[config.mk]
export PLATFORM = sky130hd
export DESIGN_NAME = bpa_ram
export DESIGN_NICKNAME = d
export VERILOG_FILES = /design/src/design/bpa_ram.sv
export SDC_FILE = /design/constraint.sdc
export NUM_CORES = 1
export LEC_CHECK = 0
export ABC_AREA = 1
export ABC_CLOCK_PERIOD_IN_PS = 1800
export BUFFER_PORTS_ARGS = -buffer_cell sky130_fd_sc_hd__buf_2
export CORE_MARGIN = 5
export CORE_UTILIZATION = 45
export DETAILED_ROUTE_END_ITERATION = 6
export GPL_TIMING_DRIVEN = 0
export PLACE_DENSITY = 0.62
export SYNTH_ARGS = -nofsm -noshare
export SYNTH_HDL_FRONTEND = slang
export SYNTH_SLANG_ARGS = --single-unit
export TNS_END_PERCENT = 30
[constraint.sdc]
create_clock -name clk -period 1.8 [get_ports clk]
set_input_delay 0.36 -clock clk [delete_from_list [all_inputs] [get_ports clk]]
set_output_delay 0.36 -clock clk [all_outputs]
set_load 0.05 [all_outputs]
[src/design/bpa_ram.sv]
// bpa_ram: generic single-write, single-read memory with registered read
// depends on nothing
`default_nettype none
module bpa_ram #(
  parameter int WIDTH = 8,
  parameter int DEPTH = 16
) (
  input  wire logic                     clk,
  input  wire logic                     we,
  input  wire logic [$clog2(DEPTH)-1:0] waddr,
  input  wire logic [WIDTH-1:0]         wdata,
  input  wire logic [$clog2(DEPTH)-1:0] raddr,
  output logic      [WIDTH-1:0]         rdata
);

  logic [WIDTH-1:0] mem [DEPTH];

  // write port and registered read port
  always_ff @(posedge clk) begin
    if (we) begin
      mem[waddr] <= wdata;
    end
    rdata <= mem[raddr];
  end

endmodule
`default_nettype wire

Word level (Yosys, flattened, before mapping). Memory sizes are Yosys's and may differ from the RTL's. A register that Yosys moved wholly into a read port is not among the register bits. Index checks and enable logic that the tools add are counted.

Memories: 1. Bits in writable memories: 128. Output and inout bits: 8. Bits in registers: 0. Input port bits: 18. Logic and storage cells: 3.

Muxes and demuxes: 2.

Memory list: mem (words 16, bits a word 8, rd ports 1, clocked after Yosys merged registers in 1, write ports 1, line 16) `logic [WIDTH-1:0] mem [DEPTH];`.

Operator list (count): $mux 1 (2).

Depth between registers and ports, before layout. Gate-level depths: netlist of the first run.

Word-level depth: 2. Gate-level depth with buffers: 8. Gate-level depth less buffers: 7.

Worst setup path after synthesis of the first run. Ideal clock, no wire load.

Kind: input port to flip-flop. Start point: input port waddr[2]. End point: memory mem[10][0], enable pin. Arrival time: 941 ps. Slack: 489 ps. Buffers on the path: 0. Stages: 2. Setup time: 370 ps. Path through: nand3b_1 > nor2_1.

RTL lines: start: declaration (line 10) `input wire logic [$clog2(DEPTH)-1:0] waddr,`; end: declaration (line 16).

No word-level cell before the write port.

Worst setup path after layout of the first run.
Start point: input port waddr[3]. End point: memory mem[7][5], enable pin.

No word-level cell before the write port.

==> out/metrics.csv, run 1 <==
stage,metric,value,unit
clocking,"Reg clk slew, reported paths",50,ps
clocking,cts repair resizes,0,
timing,Setup WS post-layout,318.3,ps
clocking,clock buffer count from CTS,17,
timing,crit path time final,1482,ps
setup_path,Critical Path RT,1830,ps
routing,Vias/cell,4.896,
setup_path,FF-to-FF path depth,6,
place,pre-CTS WS,-130.1,ps
layout,n_diodes,0,
grt,gr busiest metal,met2,
setup_path,crit path cell chain,buf_2 > nand3b_1 > nor2_1,
timing,Final Hold Slack,384.9,ps
clocking,clk_lat worst skew,410,ps
timing,slew of the pin with the lowest slew margin,920.0,ps
power,Pwr per Cell Area,1128,nW/µm²
setup_path,Worst Setup Path Type,input port to flip-flop,
timing,relative slew slack,38.44,%
setup_path,CP Max Fanout,8,
floorplanning,row count,41,
place,port bufs,22,
timing,Final Setup Violations,0,
timing,Fin. Hold Viols,0,
synthesis,Ys Warns,0,
grt,initial antenna violation count,0,
routing,initial DRC count,405,
setup_path,critical path launch point type,input port,
place,dpl cell area,6092,µm²
clocking,TritonCTS clock tree,yes,
routing,WL/cell,17.46,µm
synthesis,syn avg cell area,10.47,µm²
grt,vias in the first global route,3732,
power,Leak Pwr,2.899,nW
layout,post-route cell area,6685,µm²
clocking,buffer depth of the longest clock path,2,
timing,Final Skew,6.208,ps
timing,fin crit share,82.31,%
layout,layout cells sized above 1,12.23,%
grt,met3 usage,4.392,%
floorplanning,die footprint,15180,µm²
layout,Layout Nets,610,
clocking,cts hold-fix bufs,0,
hold_path,worst min path class,input port to flip-flop,
clocking,CTS root buffer,clkbuf_16,
timing,setup TNS,0,ps
timing,RSZ-0062 raised after global routing,no,
routing,drt first pass iters,5,
routing,Antenna Nets Post-Route,0,
grt,remaining global-route overflow,0,
synthesis,Yosys reg bits,136,
routing,final WL,13570,µm
setup_path,Critical Path Start,waddr[3],
power,Power Total,7.541,mW
routing,DRC viols,0,
floorplanning,Starting Density,45.88,%
synthesis,register area share after synthesis,69.43,%
layout,Finished Layout Cells,777,
grt,global-route wire length before repair,20650,µm
hold_path,Hold Crit Endpoint,rdata[5],
floorplanning,Ports,26,
setup_path,FF-to-FF End,rdata[1],
timing,max frequency,0.6749,GHz
grt,largest net degree at the start of global routing,17,
timing,"Slew Viols, Final",0,
hold_path,hold depth,4,
synthesis,synthesized area,5767,µm²
clocking,H-tree depth,4,
synthesis,Gate Count Post-Synth,551,
layout,final core occ,53.19,%
floorplanning,die width,123.2,µm
floorplanning,Die Y,123.2,µm
setup_path,Crit-path slowest cell,nor2_1,
setup_path,Worst path max stage delay,760,ps
place,placed cells,745,
setup_path,Crit. End Element,flip-flop,
clocking,Post-CTS Setup Bufs,0,
place,HPWL Detailed,8967,µm
floorplanning,Core Region,12570,µm²
power,VDD IR-drop max,0.6140,mV
synthesis,Post-Synthesis Net Count,569,
grt,met1 Use GR,25.65,%
place,final RePlAce weighted congestion,0.8475,
grt,GRT Util Overall,18.98,%
clocking,# clock sinks,136,
run,number of max-cap violations,0,
setup_path,register-to-register setup slack,760,ps
status,status,"finished, final reports clean",
setup_path,crit path DAT,1510,ps
setup_path,worst r2r src,mem[1][1],
hold_path,Hold Startpoint,raddr[2],
routing,routed vias,3804,
layout,Synth-to-Final Area Change,15.93,%
synthesis,post-synth cell types,12,
grt,met2 Use GR,29.80,%
==> cells in the mapped netlist <==
cell	number	share of area (%)
nand2_1	173	11
edfxtp_1	128	67
inv_1	100	6.5
nand3_1	97	8.4
nor2_1	17	1.1
buf_2	13	1.1
dfxtp_1	8	2.8
buf_6	6	1.2
buf_4	4	0.52
inv_2	2	0.13
nand3b_1	2	0.26
buf_1	1	0.065
==> metal layers <==
| layer | routed length [µm] | part of all wire [%] |
|---|---|---|
| met4 | 308 | 2.3 |
| met2 | 6345 | 47 |
| met3 | 946 | 7.0 |
| met1 | 5970 | 44 |
| met5 | 0 | 0 |
==> registers in the layout (all words and copies together) (netlist names) <==
name and flops:
mem 128, rdata 8
==> layout make-up <==
| class | count | area, µm² |
|---|---|---|
| plain buffers | 24 | 166.4 |
| clock buffers | 24 | 471.7 |
| clock inverters | 8 | 121.4 |
| fillers | 1086 | 5883 |
| inverters | 102 | 382.9 |
| multi-input cells | 289 | 1214 |
| flip-flops and latches | 136 | 4004 |
| well taps | 172 | 215.2 |
| repair buffers | 22 | 110.1 |
==> cell usage in the layout (no fill, tap or decap), types with 5 or more instances in the layout <==
cell type    n
nand2_1    173
edfxtp_1   128
inv_1      100
nand3_1     97
buf_2       35
nor2_1      17
clkbuf_16   17
dfxtp_1      8
buf_6        6
clkbuf_1     5
==> where the power goes <==
group / total, mW / switching (mW) / leakage (nW) / internal [mW]
Combinational: 0.529 / 0.392 / 1.39 / 0.136
Sequential: 3.56 / 0.0170 / 1.22 / 3.54
Clock: 3.45 / 1.21 / 0.288 / 2.25
==> how the worst max path moves through the flow <==
stage / to / slack [ps] / cells after the start
finish: mem[7][5] / 320 / 3
CTS: mem[7][5] / 290 / 3
global route: mem[7][5] / 240 / 3
floorplan: mem[10][0] / 490 / 2
global placement: mem[7][1] / -90 / 3
detailed placement: mem[7][1] / -130 / 3
==> worst max-delay path, delay by kind of cell <==
family / cells / cell delay (ps)
AND/OR/NAND/NOR: 2 / 1030
buffers and inverters: 1 / 120
==> logic make-up (layout without fill, tap and decap cells) <==
family / after synthesis / in the layout / synth area share, %
buf+inv: 126 / 180 / 9.525
flops: 136 / 136 / 69.43
simple gates: 289 / 289 / 21.05
Note: power is estimated with default switching activity, not from simulation.
==> inputs of run 2 (changes only) <==
--- a/config.mk
+++ b/config.mk
@@ -5,14 +5,14 @@
 export SDC_FILE = /design/constraint.sdc
 export NUM_CORES = 1
 export LEC_CHECK = 0
-export ABC_AREA = 1
-export ABC_CLOCK_PERIOD_IN_PS = 1800
+export ABC_AREA = 0
+export ABC_CLOCK_PERIOD_IN_PS = 1500
 export BUFFER_PORTS_ARGS = -buffer_cell sky130_fd_sc_hd__buf_2
 export CORE_MARGIN = 5
 export CORE_UTILIZATION = 45
 export DETAILED_ROUTE_END_ITERATION = 6
 export GPL_TIMING_DRIVEN = 0
-export PLACE_DENSITY = 0.62
+export PLACE_DENSITY = 0.63
 export SYNTH_ARGS = -nofsm -noshare
 export SYNTH_HDL_FRONTEND = slang
 export SYNTH_SLANG_ARGS = --single-unit
==> constraint.sdc (replaced) <==
create_clock -name clk -period 1.5 [get_ports clk]
set_input_delay 0.3 -clock clk [delete_from_list [all_inputs] [get_ports clk]]
set_output_delay 0.3 -clock clk [all_outputs]
set_load 0.05 [all_outputs]
==> out/metrics.csv, run 2 <==
stage,metric,value,unit,change
hold_path,hold depth,1,,-3
timing,Setup WS post-layout,95.87,ps,-222.5 ps
layout,"leading cell type in the layout, fill and taps excluded",edfxtp_1,,
synthesis,number of synthesized flops with an enable pin,128,,unchanged
setup_path,Crit. End Element,flip-flop,,
clocking,# clock sinks,136,,unchanged
clocking,TritonCTS clock tree,yes,,
grt,initial antenna violation count,0,,unchanged
power,Pwr per Cell Area,1399,nW/µm²,+24%
floorplanning,Core Region,11320,µm²,-9.9%
floorplanning,Ports,26,,unchanged
routing,Antenna Nets Post-Route,0,,unchanged
timing,"Slew Viols, Final",0,,unchanged
grt,global-route wire length before repair,13540,µm,-34%
synthesis,Gate Count Post-Synth,229,,-58%
synthesis,Post-Synthesis Net Count,247,,-57%
routing,drt first pass iters,4,,-1
synthesis,leading area contributor after synthesis,edfxtp_1,,
power,Switching Share,20.68,%,-0.75 points
floorplanning,die width,117.0,µm,-5.1%
grt,remaining global-route overflow,0,,unchanged
layout,post-route cell area,6003,µm²,-10%
synthesis,top-area cell type share of the netlist area,74.67,%,+8.0 points
routing,Vias/cell,5.477,,+12%
synthesis,Ys Warns,0,,unchanged
synthesis,Synth area leaders,"edfxtp_1 (75%), mux4_2 (7.9%), mux4_1 (7.1%), dfxtp_1 (3.1%), a22oi_1 (2.3%)",,
timing,setup TNS,0,ps,unchanged
layout,layout cells sized above 1,29.47,%,+17 points
clocking,clock buffer count from CTS,17,,unchanged
timing,relative slew slack,44.02,%,+5.6 points
grt,GRT Util Overall,14.66,%,-4.3 points
setup_path,Worst Setup Path Type,flip-flop to flip-flop,,
power,Pint,6.661,mW,+12%
routing,final WL,9333,µm,-31%
clocking,CTS root buffer,clkbuf_16,,
timing,max frequency,0.7122,GHz,
timing,Fin. Hold Viols,0,,unchanged
clocking,"Reg clk slew, reported paths",60,ps,about the same
clocking,Post-CTS Setup Bufs,0,,unchanged
grt,vias in the first global route,2279,,-39%
synthesis,register area share after synthesis,77.78,%,+8.4 points
layout,FF+latch area,4004,µm²,unchanged
place,placed cells,396,,-47%
power,sequential share of power,50.8,%,+3.6 points
floorplanning,die footprint,13680,µm²,-9.9%
place,port bufs,24,,+9.1%
setup_path,critical path launch point type,flip-flop,,
clocking,H-tree depth,4,,unchanged
routing,WL/cell,21.81,µm,+25%
floorplanning,Die Y,117.0,µm,-5.1%
clocking,clk_lat worst skew,410,ps,about the same
synthesis,asr flop ratio synth,0,%,unchanged
synthesis,commonest cells in the netlist,"edfxtp_1 (128), mux4_2 (18), a22oi_1 (16)",,
place,pre-CTS WS,-596.3,ps,-466.2 ps
power,Leak Pwr,1.992,nW,-31%
routing,routed vias,2344,,-38%
synthesis,Yosys reg bits,136,,unchanged
synthesis,most frequent cell after synthesis,edfxtp_1,,
layout,Layout Nets,290,,-52%
power,Net Switching,1.737,mW,+7.5%
synthesis,syn avg cell area,22.48,µm²,+110%
run,number of max-cap violations,0,,unchanged
hold_path,worst min path class,input port to flip-flop,,
power,Gate power share,5.8,%,-1.2 points
timing,slew of the pin with the lowest slew margin,836.7,ps,-83.36 ps
layout,Synth-to-Final Area Change,16.63,%,
setup_path,CP Max Fanout,1,,-7
setup_path,Critical Path RT,1790,ps,-40 ps
place,dpl cell area,5451,µm²,-11%
place,final RePlAce weighted congestion,0.7776,,-8.2%
timing,crit path time final,1404,ps,
synthesis,Main synth FF type,edfxtp_1,,
synthesis,synthesized area,5147,µm²,-11%
place,HPWL Detailed,5910,µm,-34%
layout,n_diodes,0,,unchanged
layout,max FFs per register,128,,unchanged
layout,most frequent cells in the layout,"edfxtp_1 (128), buf_2 (27), mux4_2 (18)",,
synthesis,post-synth cell types,19,,+7
layout,Filler cells,904,,-17%
setup_path,crit path DAT,1690,ps,+180 ps
floorplanning,Starting Density,45.47,%,-0.41 points
timing,Final Skew,7.160,ps,+0.9525 ps
layout,Finished Layout Cells,428,,-45%
routing,initial DRC count,133,,-67%
power,part of the power in the clock network,43.3,%,-2.5 points
grt,largest net degree at the start of global routing,17,,unchanged
power,VDD IR-drop max,0.6188,mV,+0.78%
setup_path,FF-to-FF path depth,3,,-3
timing,RSZ-0062 raised after global routing,no,,
floorplanning,row count,39,,-4.9%
clocking,buffer depth of the longest clock path,2,,unchanged
timing,fin crit share,93.61,%,
routing,DRC viols,0,,unchanged
layout,Largest Register,mem,,
timing,Final Setup Violations,0,,unchanged
layout,area of the multi-input gates,1091,µm²,-10%
layout,Largest regs,"mem: 128 flops, rdata: 8 flops",,
status,status,"finished, final reports clean",,
run 2: layout make-up:
cell class | count | share of cell area, %
Clock buffer | 21 | 7.336
Tap cell | 143 | 2.980
Clock inverter | 11 | 1.376
Multi-Input combinational cell | 83 | 18.17
Sequential cell | 136 | 66.69
Buffer | 10 | 1.438
Timing Repair Buffer | 24 | 2.001
run 2: what timing repair did:
item | CTS | global route
setup endpoints to repair | 42 | 40
hold buffers | 0 | 0
hold endpoints to repair | 0 | 0
resized for setup | 2 | 5
run 2: cells by family (layout without fill, tap and decap cells):
group | count (synthesis) | in the layout | synth area share [%]
buffers and inverters | 10 | 66 | 1.677
DFF | 136 | 136 | 77.78
and+or+nand+nor | 35 | 35 | 3.184
muxes | 32 | 32 | 15.02
AOI/OAI and AO/OA | 16 | 16 | 2.334
run 2: worst max-delay path: stages, from the launching register on:
cell	delay, ps
edfxtp_1	350
mux4_1	570
a22oi_1	270
nand2_1	90
run 2: power by group through the flow:
stage                     registers, mW  logic, mW  clock network (mW)
after detailed placement           4.35      0.491                   0
final                              4.27      0.490                3.64
after floorplan                    4.43      0.216                   0
after CTS                          4.27      0.494                3.70
after global routing               4.28      0.524                3.89
after global placement             4.34      0.485                   0
run 2: path summary, 6_finish.rpt:
path | slack, ps | from | endpoint
worst min-delay path | 290 | wdata[1] | mem[7][1]
worst max-delay path | 100 | mem[5][3] | rdata[3]
worst min register to register | 690 | mem[8][2] | rdata[2]
worst max register to register | 100 | mem[5][3] | rdata[3]
run 2: per-stage QoR:
step                hold slack [ps]  utilization [%]  total power, mW
floorplan                     398.9                -            4.651
global placement              655.8            48.15            4.826
detailed placement            675.9            48.15            4.839
CTS                           280.3            52.86            8.464
global route                  284.4            53.03            8.687
finish                        290.9            53.03            8.398
run 2: per-layer routing:
layer / share of wire [%] / GRT usage [%] / vias to the layer above
met3: 6.2 / 3.959 / 12
met4: 1.4 / 5.963 / 0
met2: 48 / 21.39 / 72
li1: - / - / 1058
met1: 44 / 21.16 / 1202
met5: 0 / 0 / -
